[src/rtl/core/rpd_pkg.sv]
// Shared constants, codes and types for the remote packet decoder.
// No dependencies; imported by every module of the block.
`default_nettype none

package rpd_pkg;

  localparam int PACKET_BYTES = 12;
  localparam int POS_W        = 4;
  localparam logic [POS_W-1:0] LAST_POS = POS_W'(PACKET_BYTES - 1);
  localparam logic [POS_W-1:0] DONE_POS = POS_W'(PACKET_BYTES);

  localparam logic [7:0] TRAILER_VALUE = 8'hA5;
  localparam int KIND_CHANNELS_BIT = 0;
  localparam int KIND_BUTTONS_BIT  = 3;

  localparam int BUTTONS_AT  = 1;
  localparam int AUX_AT      = 4;
  localparam int STEER_AT    = 6;
  localparam int THROTTLE_AT = 8;
  localparam int ID_AT       = 10;

  localparam int CFG_IDX_W = 2;
  localparam logic [15:0] HIGH_THRESHOLD_RESET = 16'd25;
  localparam logic [15:0] LOW_THRESHOLD_RESET  = 16'd5;

  typedef enum logic [CFG_IDX_W-1:0] {
    CFG_HIGH_THRESHOLD = 2'd0,
    CFG_LOW_THRESHOLD  = 2'd1
  } rpd_cfg_idx_t;

  typedef struct packed {
    logic [7:0] rx_byte;
    logic       packet_begin;
  } rpd_item_t;

  typedef struct packed {
    logic [15:0] high;
    logic [15:0] low;
  } rpd_thresh_t;

  typedef struct packed {
    logic left;
    logic right;
    logic forward;
    logic backward;
  } rpd_flags_t;

  typedef struct packed {
    logic        trailer_ok;
    rpd_flags_t  flags;
    logic [7:0]  button_mask;
    logic [7:0]  packet_id;
    logic [15:0] aux_channel;
    logic [15:0] steer_channel;
    logic [15:0] throttle_channel;
  } rpd_result_t;

endpackage

`default_nettype wire

[src/rtl/core/rpd_cfg_regs.sv]
// Threshold registers written through the configuration channel.
// Depends on rpd_pkg.
`default_nettype none

module rpd_cfg_regs
  import rpd_pkg::*;
(
  input  wire logic                 clk,
  input  wire logic                 rst,
  input  wire logic                 cfg_valid,
  output logic                      cfg_ready,
  input  wire logic [CFG_IDX_W-1:0] cfg_index,
  input  wire logic [15:0]          cfg_data,
  output rpd_thresh_t               thresh
);

  assign cfg_ready = 1'b1;

  always_ff @(posedge clk) begin
    if (rst) begin
      thresh.high <= HIGH_THRESHOLD_RESET;
      thresh.low  <= LOW_THRESHOLD_RESET;
    end else if (cfg_valid && cfg_ready) begin
      case (rpd_cfg_idx_t'(cfg_index))
        CFG_HIGH_THRESHOLD: thresh.high <= cfg_data;
        CFG_LOW_THRESHOLD:  thresh.low  <= cfg_data;
        default: ;
      endcase
    end
  end

endmodule

`default_nettype wire

[src/rtl/core/rpd_in_reg.sv]
// Input register for received bytes; holds a request until the decode stage takes it.
// Depends on rpd_pkg.
`default_nettype none

module rpd_in_reg
  import rpd_pkg::*;
(
  input  wire logic       clk,
  input  wire logic       rst,
  input  wire logic       byte_valid,
  output logic            byte_stall,
  input  wire logic [7:0] rx_byte,
  input  wire logic       packet_begin,
  input  wire logic       advance,
  output logic            item_valid,
  output rpd_item_t       item
);

  logic load;

  assign load       = !item_valid || advance;
  assign byte_stall = !load;

  always_ff @(posedge clk) begin
    if (rst) begin
      item_valid <= 1'b0;
    end else if (load) begin
      item_valid <= byte_valid;
    end
  end

  always_ff @(posedge clk) begin
    if (load && byte_valid) begin
      item.rx_byte      <= rx_byte;
      item.packet_begin <= packet_begin;
    end
  end

endmodule

`default_nettype wire

[src/rtl/core/rpd_decode.sv]
// Byte position tracking, packet buffer, trailer check and latched values.
// Depends on rpd_pkg.
`default_nettype none

module rpd_decode
  import rpd_pkg::*;
(
  input  wire logic        clk,
  input  wire logic        rst,
  input  wire logic        item_valid,
  input  wire rpd_item_t   item,
  input  wire rpd_thresh_t thresh,
  input  wire logic        out_free,
  output logic             advance,
  output logic             res_valid,
  output rpd_result_t      res
);

  logic [7:0]       byte_store [PACKET_BYTES];
  logic [POS_W-1:0] pos;
  rpd_flags_t       flags;
  logic [7:0]       buttons;
  logic [7:0]       id;
  logic [15:0]      aux;
  logic [15:0]      steer;
  logic [15:0]      throttle;

  logic [POS_W-1:0] eff_pos;
  logic [POS_W-1:0] pos_next;
  logic             in_range;
  logic             is_last;
  logic             commit;
  logic             is_chan;
  logic             is_btn;
  logic [15:0]      aux_new;
  logic [15:0]      steer_new;
  logic [15:0]      throttle_new;
  rpd_flags_t       flags_new;
  rpd_flags_t       flags_next;
  logic [7:0]       buttons_next;
  logic [7:0]       id_next;
  logic [15:0]      aux_next;
  logic [15:0]      steer_next;
  logic [15:0]      throttle_next;

  always_comb begin
    eff_pos  = item.packet_begin ? '0 : pos;
    in_range = eff_pos < DONE_POS;
    is_last  = eff_pos == LAST_POS;
    advance  = item_valid && (!is_last || out_free);
    res_valid = advance && is_last;
    commit   = res_valid && (item.rx_byte == TRAILER_VALUE);

    if (!in_range) begin
      pos_next = eff_pos;
    end else if (is_last) begin
      pos_next = DONE_POS;
    end else begin
      pos_next = eff_pos + POS_W'(1);
    end

    is_chan = byte_store[0][KIND_CHANNELS_BIT];
    is_btn  = byte_store[0][KIND_BUTTONS_BIT];

    aux_new      = {byte_store[AUX_AT + 1], byte_store[AUX_AT]};
    steer_new    = {byte_store[STEER_AT + 1], byte_store[STEER_AT]};
    throttle_new = {byte_store[THROTTLE_AT + 1], byte_store[THROTTLE_AT]};

    // Above-high wins when the thresholds cross.
    flags_new.right    = steer_new > thresh.high;
    flags_new.left     = !flags_new.right && (steer_new < thresh.low);
    flags_new.forward  = throttle_new > thresh.high;
    flags_new.backward = !flags_new.forward && (throttle_new < thresh.low);

    flags_next    = flags;
    buttons_next  = buttons;
    id_next       = id;
    aux_next      = aux;
    steer_next    = steer;
    throttle_next = throttle;
    if (commit) begin
      if (is_chan) begin
        aux_next      = aux_new;
        steer_next    = steer_new;
        throttle_next = throttle_new;
        flags_next    = flags_new;
      end else if (is_btn) begin
        buttons_next = byte_store[BUTTONS_AT];
      end
      id_next = byte_store[ID_AT];
    end

    res.trailer_ok       = commit;
    res.flags            = flags_next;
    res.button_mask      = buttons_next;
    res.packet_id        = id_next;
    res.aux_channel      = aux_next;
    res.steer_channel    = steer_next;
    res.throttle_channel = throttle_next;
  end

  always_ff @(posedge clk) begin
    if (rst) begin
      pos      <= '0;
      flags    <= '0;
      buttons  <= '0;
      id       <= '0;
      aux      <= '0;
      steer    <= '0;
      throttle <= '0;
    end else if (advance) begin
      pos      <= pos_next;
      flags    <= flags_next;
      buttons  <= buttons_next;
      id       <= id_next;
      aux      <= aux_next;
      steer    <= steer_next;
      throttle <= throttle_next;
    end
  end

  always_ff @(posedge clk) begin
    if (advance && in_range) begin
      byte_store[eff_pos] <= item.rx_byte;
    end
  end

endmodule

`default_nettype wire

[src/rtl/core/remote_packet_decoder.sv]
// Remote packet decoder: 12-byte packets in, one status request per packet out.
// A packet's result is valid once its last byte has passed the input and result registers.
// Throughput: one byte per cycle; the input register, decode logic and result register
// each pass a request every cycle unless the result channel stalls.
// Reset: synchronous, active high; clears position and latched values; thresholds to 25/5.
`default_nettype none

module remote_packet_decoder
  import rpd_pkg::*;
(
  input  wire logic                 clk,
  input  wire logic                 rst,
  // byte channel
  input  wire logic                 byte_valid,
  output logic                      byte_stall,
  input  wire logic [7:0]           rx_byte,
  input  wire logic                 packet_begin,
  // result channel
  output logic                      result_valid,
  input  wire logic                 result_stall,
  output logic                      trailer_ok,
  output logic                      steer_left,
  output logic                      steer_right,
  output logic                      drive_forward,
  output logic                      drive_backward,
  output logic [7:0]                button_mask,
  output logic [7:0]                packet_id,
  output logic [15:0]               aux_channel,
  output logic [15:0]               steer_channel,
  output logic [15:0]               throttle_channel,
  // configuration channel
  input  wire logic                 cfg_valid,
  output logic                      cfg_ready,
  input  wire logic [CFG_IDX_W-1:0] cfg_index,
  input  wire logic [15:0]          cfg_data
);

  rpd_thresh_t thresh;
  rpd_item_t   item;
  rpd_result_t res;
  rpd_result_t out_res;
  logic        item_valid;
  logic        advance;
  logic        res_valid;
  logic        out_free;

  // Thresholds used by the direction classifier.
  rpd_cfg_regs u_cfg (
    .clk       (clk),
    .rst       (rst),
    .cfg_valid (cfg_valid),
    .cfg_ready (cfg_ready),
    .cfg_index (cfg_index),
    .cfg_data  (cfg_data),
    .thresh    (thresh)
  );

  // Hold each incoming byte until the decode stage consumes it.
  rpd_in_reg u_in (
    .clk          (clk),
    .rst          (rst),
    .byte_valid   (byte_valid),
    .byte_stall   (byte_stall),
    .rx_byte      (rx_byte),
    .packet_begin (packet_begin),
    .advance      (advance),
    .item_valid   (item_valid),
    .item         (item)
  );

  // Only the last byte of a packet needs room in the result register; all
  // other bytes advance freely so the link keeps streaming.
  rpd_decode u_dec (
    .clk        (clk),
    .rst        (rst),
    .item_valid (item_valid),
    .item       (item),
    .thresh     (thresh),
    .out_free   (out_free),
    .advance    (advance),
    .res_valid  (res_valid),
    .res        (res)
  );

  // Result register: load a new request when empty or when the current one
  // is being taken this cycle.
  assign out_free = !result_valid || !result_stall;

  always_ff @(posedge clk) begin
    if (rst) begin
      result_valid <= 1'b0;
    end else if (out_free) begin
      result_valid <= res_valid;
    end
  end

  always_ff @(posedge clk) begin
    if (out_free && res_valid) begin
      out_res <= res;
    end
  end

  assign trailer_ok       = out_res.trailer_ok;
  assign steer_left       = out_res.flags.left;
  assign steer_right      = out_res.flags.right;
  assign drive_forward    = out_res.flags.forward;
  assign drive_backward   = out_res.flags.backward;
  assign button_mask      = out_res.button_mask;
  assign packet_id        = out_res.packet_id;
  assign aux_channel      = out_res.aux_channel;
  assign steer_channel    = out_res.steer_channel;
  assign throttle_channel = out_res.throttle_channel;

  // A held byte is only ever blocked by a full, stalled result register.
  a_hold_only_on_stall: assert property (@(posedge clk) disable iff (rst)
    item_valid && !advance |-> result_valid && result_stall)
    else $error("byte held without a blocked result");

  // A new result never overwrites one still waiting.
  a_no_overwrite: assert property (@(posedge clk) disable iff (rst)
    res_valid |-> out_free)
    else $error("result produced while result register blocked");

  // Opposite direction flags are never set together.
  a_flags_exclusive: assert property (@(posedge clk) disable iff (rst)
    result_valid |-> !(steer_left && steer_right) && !(drive_forward && drive_backward))
    else $error("conflicting direction flags");

endmodule

`default_nettype wire

[config.mk]
export PLATFORM = sky130hd
export DESIGN_NAME = remote_packet_decoder
export DESIGN_NICKNAME = d
export VERILOG_FILES = /design/src/rtl/core/rpd_pkg.sv /design/src/rtl/core/rpd_cfg_regs.sv /design/src/rtl/core/rpd_in_reg.sv /design/src/rtl/core/rpd_decode.sv /design/src/rtl/core/remote_packet_decoder.sv
export SDC_FILE = /design/constraint.sdc
export NUM_CORES = 1
export LEC_CHECK = 0
export BUFFER_PORTS_ARGS = -buffer_cell sky130_fd_sc_hd__buf_2
export CAP_MARGIN = 20
export CORE_ASPECT_RATIO = 1.5
export CORE_MARGIN = 2
export CORE_UTILIZATION = 57
export CTS_CLUSTER_DIAMETER = 40
export DETAILED_ROUTE_END_ITERATION = 7
export PLACE_DENSITY = 0.77
export SKIP_CTS_REPAIR_TIMING = 1
export SYNTH_ARGS = -nofsm -noshare
export SYNTH_HDL_FRONTEND = slang
export SYNTH_HIERARCHICAL = 1
export SYNTH_SLANG_ARGS = --single-unit
export TNS_END_PERCENT = 50
[constraint.sdc]
create_clock -name clk -period 4.68 [get_ports clk]
set_input_delay 0.234 -clock clk [delete_from_list [all_inputs] [get_ports clk]]
set_output_delay 0.234 -clock clk [all_outputs]
set_load 0.01 [all_outputs]
# Word-level counts from Yosys, hierarchy flattened

Memory sizes are Yosys's and may differ from the RTL's.
Cells that the tools add are included.
W data, S select, Z words.

Memory bits (writable): 96
Memories: 1
Register bits after elaboration: 184

Add/sub/neg operators: 1
$lt $le $gt $ge: 5
Reductions and logical operators: 21
Equality and inequality tests: 3
Mux-type cells: 17

Memory list:

| name             | words | bits a word | read ports | clocked after memory_dff | wr ports | RTL line         | text |
|---|---|---|---|---|---|---|---|
| u_dec.byte_store | 12    | 8           | 9          | 0                        | 1        | rpd_decode.sv:19 | `logic [7:0] byte_store [PACKET_BYTES];` |

Operators with widths:

| cell                  | count |
|---|---|
| $mux W16              | 6 |
| $gt A16 B16 Y1        | 2 |
| $lt A16 B16 Y1        | 2 |
| $mux W8               | 4 |
| $mux W4               | 5 |
| $eq A8 B8 Y1 const B  | 1 |
| $logic_and A1 B1 Y1   | 8 |
| $logic_not A1 Y1      | 7 |
| $add A4 B1 Y4 const B | 1 |
| $eq A4 B4 Y1 const B  | 1 |
| $lt A4 B4 Y1 const B  | 1 |
| $reduce_and A2 Y1     | 2 |
| $logic_or A1 B1 Y1    | 3 |
| $eq A2 B1 Y1 const B  | 1 |
| $logic_not A2 Y1      | 1 |
| $mux W1               | 2 |

# Depth between registers and ports, before layout

Gate-level depths: netlist of run 1.

Depth after elaboration: 8
Depth in mapped cells: 12
Gate-level depth less buffers: 10

# Modules after synthesis

The synthesis of run 1 kept the hierarchy.

By module, submodules not included:

| module                | area an instance (um2) | instances | cells an instance | sequential area each (um2) |
|---|---|---|---|---|
| rpd_decode            | 6433.7                 | 1         | 632               | 3423.3 |
| remote_packet_decoder | 2110.8                 | 1         | 74                | 2092.0 |
| rpd_cfg_regs          | 1347.5                 | 1         | 130               | 640.6 |
| rpd_in_reg            | 320.3                  | 1         | 13                | 290.3 |

# Worst setup path before layout of run 1

No wires, ideal clock.

Path kind: flip-flop to flip-flop
From: reg u_in/item[0] (netlist name)
To: reg out_res (netlist bit aux_channel[0]) (enable)
Clock period less this slack: 3364 ps
Arrival: 2930 ps
Cell stages (with the launch flop): 8
Slack: 1316 ps
Setup time: 434 ps
Cell sequence: edfxtp_1 > inv_1 > nand2_1 > inv_1 > ha_1 > nand4bb_4 > nor2_1 > and2_1

Word-level cells in the longest chain between the ends: 7

RTL lines:

| what                    | RTL line                    | text |
|---|---|---|
| $mux W4 (*)             | rpd_decode.sv:47            | `eff_pos = item.packet_begin ? '0 : pos;` |
| $eq A4 B4 Y1 (*)        | rpd_decode.sv:49            | `is_last = eff_pos == LAST_POS;` |
| $logic_not A1 Y1        | rpd_decode.sv:50            | `advance = item_valid && (!is_last \|\| out_free);` |
| $logic_or A1 B1 Y1      | rpd_decode.sv:50            |  |
| $logic_and A1 B1 Y1     | rpd_decode.sv:50            |  |
| $logic_and A1 B1 Y1 (*) | rpd_decode.sv:51            | `res_valid = advance && is_last;` |
| net res_valid           | remote_packet_decoder.sv:44 | `logic res_valid;` |
| $logic_and A1 B1 Y1 (*) | remote_packet_decoder.sv:98 | `if (out_free && res_valid) begin` |
| to (signal assigned)    | remote_packet_decoder.sv:99 | `out_res <= res;` |
| to (decl)               | remote_packet_decoder.sv:41 | `rpd_result_t out_res;` |

Mark *: on every way through the listed nets, which the timed path passes. The rest lies on a longest branch.
A chain may end at the register's enable or synchronous reset.

==> results.yml, run 1 <==
status:
  status: "finished with violations"
  violations: "negative hold slack"
clock_tree:
  cts.path.max_buffers: 3
  clock-sinks: 250
  worstSkewPairLatency_ns: 0.53
  clock-root-buffer: "clkbuf_16"
  cts_tree: "yes"
  clk_pin_slew_ns: 0.06
  cts_inserted_buffers: 26
  cts_max_level: 1
synthesis:
  synth_top_family_by_area: "simple AND/OR/NAND/NOR gates"
  synthFlopType: "edfxtp_1"
  synthSimpleGateAreaFrac: 0.144
  synthAdderAreaFrac: 0.0809
  yosys_warnings: 6
  yosysTopAreaCell: "edfxtp_1"
  async_flop_share: 0
  netlist_top_cells_area: "edfxtp_1 42%, dfxtp_1 21%, ha_1 8.1%"
  synth_area_mm2: 0.0102
  synth-seq-cells: 250
  avgSynthCellArea_um2: 12.0
  ys_seq_area_frac: 0.631
  synth-xor-area-share: 0
  muxShareOfSynthArea: 0.0511
  synth_edf_count: 144
  synth_compound_gate_area_share: 0.0631
  syn_inst: 849
  syn_nets: 947
  ys_types: 50
  synthDominantCellAreaShare: 0.423
timing:
  finalHoldViolations: 1
  clock_skew_ns: 0.0205
  finalWorstSetupSlack_ns: 1.06
  worst_pin_slew_ns: 0.853
  finalCritPeriodShare: 0.772
  rsz0062_at_grt: "false"
  max_slew_margin: 0.427
  drv_slew: 0
  fin_setup_tns_ns: 0
  setup_viol_count_final: 0
  max_freq_mhz: 277
  hold_ws_ns: -0.00252
  period_needed_ns: 3.62
grt:
  antenna_found_initial: 0
  grt_pass1_vias: 6602
  grt_use_met3: 0.0364
  grt_use_total: 0.233
  grt_pass1_wl_um: 34300
  grt_use_met2: 0.416
  gr-total-overflow: 0
  top_usage_layer: "met2"
  grt_max_degree: 78
  gr-usage-met1: 0.279
pwr:
  power_density_mw_per_mm2: 390
  ir_drop_v: 0.000319
  leakage_nw: 4.58
routing:
  vias: 6611
  wl_um: 22400
  final_antenna_net_count: 0
  drtPass1Iterations: 6
  drt_iter0_markers: 472
  avgViaCountPerCell: 5.50
  drc_errors: 0
  routedWlPerCell_um: 18.6
worst_setup_path:
  crit_start: "u_in/item[0]"
  rr_endpoint: "u_dec/flags[3]"
  critPathMaxStageDelay_ns: 0.80
  cp_max_fo: 52
  path_common_cell: "inv_1"
  cp-start-kind: "flip-flop"
  crit_path_cell_trace: "inv_1 -> nand2_1 -> inv_1 -> ha_1 -> nand4bb_4 -> nor4_4 -> nand2_4 -> a211o_1 -> a2111o_1 -> a21oi_1"
  r2r-start: "u_in/item[0]"
  critical_path_arrival_ns: 4.07
  cpMaxStageDelayCell: "nor4_4"
  cp-end-kind: "flip-flop"
  worstSetupPathType: "flip-flop to flip-flop"
  r2r_setup_slack_ns: 1.06
  cp.required_ns: 5.13
  ff2ff_path_depth: 10
layout:
  multiInputGateArea_mm2: 0.00347
  n_fill_cell: 1271
  fin_cells: 1203
  antenna_cells: 0
  final_net_count: 1064
  fin_util: 0.675
  seq_area_mm2: 0.00645
  drive_above_1_share: 0.180
  area_growth_pct: 17.1
place:
  globalplace.congestion: 0.902
  port_buffers: 102
  dpl.hpwl_um: 14700
  pre_cts_ws_ns: 1.10
  dp.cells: 1141
floorplanning:
  die_h_um: 168
  rows: 60
  die_x_um: 113
  ioPinCount: 104
  die_area_mm2: 0.0190
  initial_core_util: 0.576
  coreArea_mm2: 0.0177
worst_hold_path:
  min_to: "u_cfg/thresh[4]"
  worstHoldStart: "cfg_data[4]"
  hp-class: "input port to flip-flop"
  whs_path_depth: 3
run:
  maxCapViolCount: 0
==> cells in the mapped netlist, types with 7 or more instances <==
cell type	instances
nand2b_1	44
inv_1	38
edfxtp_1	144
ha_1	66
a21oi_1	73
dfxtp_1	106
nand4_1	10
nand2_1	166
mux2_2	17
nor2b_1	21
nor2_1	22
a211oi_1	8
and2_1	7
clkbuf_1	16
mux2i_1	33
o21ai_0	12
buf_2	8
==> cells by family after synthesis <==
logic type               count (synthesis)
flip-flops                             250
AO/OA/AOI/OAI                          112
AND/OR/NAND/NOR                        299
multiplexers                            50
other                                    1
adder cells (fa/ha/maj)                 66
buffers and inverters                   71
==> where the power goes <==
group	internal [mW]	switching [mW]	total (mW)	leakage [nW]
clock	1.30	0.877	2.18	0.458
sequential	2.33	0.0249	2.36	2.01
combinational	0.0578	0.0724	0.130	2.11
==> per-stage QoR <==
stage	power (mW)	hold slack, ns	area, um^2
global placement	2.52	0.410	10900
floorplan	2.47	0.306	10200
detailed placement	2.52	0.412	10900
CTS	4.68	-0.138	11800
finish	4.66	-0.00252	12000
global route	4.79	0.0102	12000
==> final cells by class <==
class / instances / area share
clock buffers: 34 / 0.0620
clock inverters: 14 / 0.0154
inverters: 38 / 0.0119
multi-input cells: 528 / 0.290
flip-flops and latches: 250 / 0.539
well taps: 217 / 0.0227
repair buffers: 122 / 0.0584
==> flip-flops by register name (all words and copies together), names as in the netlist, 9 cells and up <==
name and cells:
u_in/item 9, steer_channel 16, u_dec/steer 16, u_dec/throttle 16
u_cfg/thresh 32, throttle_channel 16, aux_channel 16, u_dec/byte_store 66
u_dec/aux 16
==> worst max-delay path, delay by kind of cell, from the launching register on <==
family	cells	cell delay (ns)
flops	1	0.48
simple gates	4	1.59
compound gates	3	0.90
buf+inv	2	0.28
fa+ha+maj	1	0.27
==> layer usage <==
layer	vias up	part of all wire	wire, um
met5	-	0	0
met1	3113	0.39	8620
met4	0	0.038	855
met2	237	0.52	11600
li1	3202	-	-
met3	59	0.060	1350
==> cells in the final DEF, fill, tap and decap left out, types with 14 or more instances in the layout <==
master / Yosys / layout
clkbuf_16: 0 / 26
mux2_2: 17 / 17
nor2b_1: 21 / 21
nand2_1: 166 / 166
ha_1: 66 / 66
nand2b_1: 44 / 44
buf_2: 8 / 101
inv_1: 38 / 38
nor2_1: 22 / 22
dfxtp_1: 106 / 106
edfxtp_1: 144 / 144
a21oi_1: 73 / 73
mux2i_1: 33 / 33
dlygate4sd3_1: 0 / 14
==> how the worst max path moves through the flow <==
stage,cells after the start,to
floorplan,7,aux_channel[0]
finish,10,u_dec/flags[3]
global placement,10,u_dec/flags[3]
CTS,10,u_dec/flags[3]
detailed placement,10,u_dec/flags[3]
global route,10,u_dec/flags[3]
Note: power is estimated with default switching activity, not from simulation.
==> run 2: changes to the inputs <==
==> constraint.sdc (replaced) <==
create_clock -name clk -period 3.4 [get_ports clk]
set_input_delay 0.17 -clock clk [delete_from_list [all_inputs] [get_ports clk]]
set_output_delay 0.17 -clock clk [all_outputs]
set_load 0.01 [all_outputs]
==> results.yml, run 2 (synthesized netlist as in run 1, its figures left out) <==
status:
  status: "finished, final reports clean"
timing:
  fin_setup_tns_ns: 0
  max_slew_margin: 0.485
  rsz0062_at_grt: "false"
  clock_skew_ns: 0.0139
  finalHoldViolations: 0
  worst_pin_slew_ns: 0.771
  setup_viol_count_final: 0
  period_needed_ns: 2.98
  max_freq_mhz: 336
  finalCritPeriodShare: 0.876
  drv_slew: 0
  hold_ws_ns: 0.0857
routing:
  drc_errors: 0
  avgViaCountPerCell: 5.56
  drtPass1Iterations: 4
  vias: 6778
  wl_um: 22500
  final_antenna_net_count: 0
  routedWlPerCell_um: 18.4
  drt_iter0_markers: 452
floorplanning:
  initial_core_util: 0.576
  rows: 60
  die_area_mm2: 0.0190
  die_h_um: 168
  coreArea_mm2: 0.0177
  die_x_um: 113
  ioPinCount: 104
grt:
  grt_pass1_wl_um: 34200
  antenna_found_initial: 0
  gr-total-overflow: 0
  grt_use_total: 0.234
  grt_max_degree: 70
  grt_pass1_vias: 6598
worst_setup_path:
  crit_start: "u_in/item[0]"
  endpoint: "u_dec/flags[3]"
  ff2ff_path_depth: 11
  cp-start-kind: "flip-flop"
  cp.required_ns: 3.86
  r2r-start: "u_in/item[0]"
  r2r_setup_slack_ns: 0.42
  worstSetupPathType: "flip-flop to flip-flop"
  critical_path_arrival_ns: 3.44
  cp-end-kind: "flip-flop"
  cp_max_fo: 27
  rr_endpoint: "u_dec/flags[3]"
place:
  dpl_cell_area_mm2: 0.0109
  port_buffers: 102
  dpl.hpwl_um: 14700
  globalplace.congestion: 0.880
layout:
  final_cell_mix: "166 x nand2_1, 144 x edfxtp_1, 106 x dfxtp_1, 101 x buf_2, 73 x a21oi_1"
  reg.largest.list: "u_dec/byte_store (66), u_cfg/thresh (32)"
  final_common_cell: "nand2_1"
  area_growth_pct: 19.6
  top_register: "u_dec/byte_store"
  largest_reg_flops: 66
  antenna_cells: 0
  drive_above_1_share: 0.178
  n_fill_cell: 1264
  fin_util: 0.689
  final_net_count: 1080
  final_cell_area_mm2: 0.0122
clock_tree:
  cts.path.max_buffers: 3
  clock-sinks: 250
  worstSkewPairLatency_ns: 0.54
  cts_inserted_buffers: 27
  cts_max_level: 1
  cts_tree: "yes"
  clock-root-buffer: "clkbuf_16"
  clk_pin_slew_ns: 0.06
pwr:
  total_power_mw: 6.64
  ir_drop_v: 0.000444
  leakage_nw: 4.69
  power_density_mw_per_mm2: 544
worst_hold_path:
  hp-class: "input port to flip-flop"
run:
  maxCapViolCount: 0
==> run 2: cell types whose count changed in the layout (fill, tap and decap cells not counted), sizes merged <==
cell,previous run,this run
clkinv,5,3
dlygate4sd3,14,27
inv,44,43
buf,108,110
bufinv,3,5
clkbuf,34,36
clkinvlp,0,1
==> run 2: worst min path at each step <==
| stage | endpoint | slack (ns) | startpoint | cells past startpoint |
|---|---|---|---|---|
| after floorplan | result_valid | 0.24 | rst | 1 |
| final | result_valid | 0.09 | rst | 2 |
| after detailed placement | u_in/item[3] | 0.35 | rx_byte[2] | 1 |
| after global routing | u_dec/flags[1] | 0.11 | rst | 2 |
| after CTS | u_in/item[4] | -0.21 | rx_byte[3] | 1 |
| after global placement | u_in/item[3] | 0.35 | rx_byte[2] | 1 |
==> run 2: where the power goes <==
| group | internal [mW] | total, mW | switching (mW) |
|---|---|---|---|
| Combinational | 0.0910 | 0.193 | 0.102 |
| Sequential | 3.21 | 3.24 | 0.0348 |
| Clock | 2.00 | 3.21 | 1.21 |
==> run 2: layout make-up <==
class,count,area (um^2),share of cell area
flip-flops and latches,250,6450,0.528
multi-input cells,528,3470,0.284
repair buffers,137,881,0.0721
clock buffers,36,771,0.0631
well taps,217,272,0.0222
clock inverters,14,231,0.0189
inverters,38,143,0.0117
==> run 2: layer usage <==
| layer | vias to the layer above | track usage | share of wire |
|---|---|---|---|
| met2 | 213 | 0.410 | 0.53 |
| met1 | 3251 | 0.280 | 0.38 |
| met3 | 65 | 0.0328 | 0.048 |
| li1 | 3249 | - | - |
| met5 | - | 0 | 0 |
| met4 | 0 | 0.116 | 0.045 |
==> run 2: metrics by stage <==
step | cells | setup slack, ns
after floorplan | 849 | 0.0355
after global placement | 1143 | 0.532
after detailed placement | 1143 | 0.451
after CTS | 1193 | 0.433
after global routing | 1220 | 0.167
final | 1220 | 0.422
==> run 2: critical path, cell delays in order (launching register included) <==
cell       delay (ns)
edfxtp_1         0.48
inv_1            0.17
nand2_1          0.11
inv_1            0.12
ha_1             0.28
nand4bb_4        0.16
nor4_4           0.33
buf_4            0.26
nand2_4          0.22
a211o_1          0.29
a2111o_1         0.35
a21oi_1          0.15
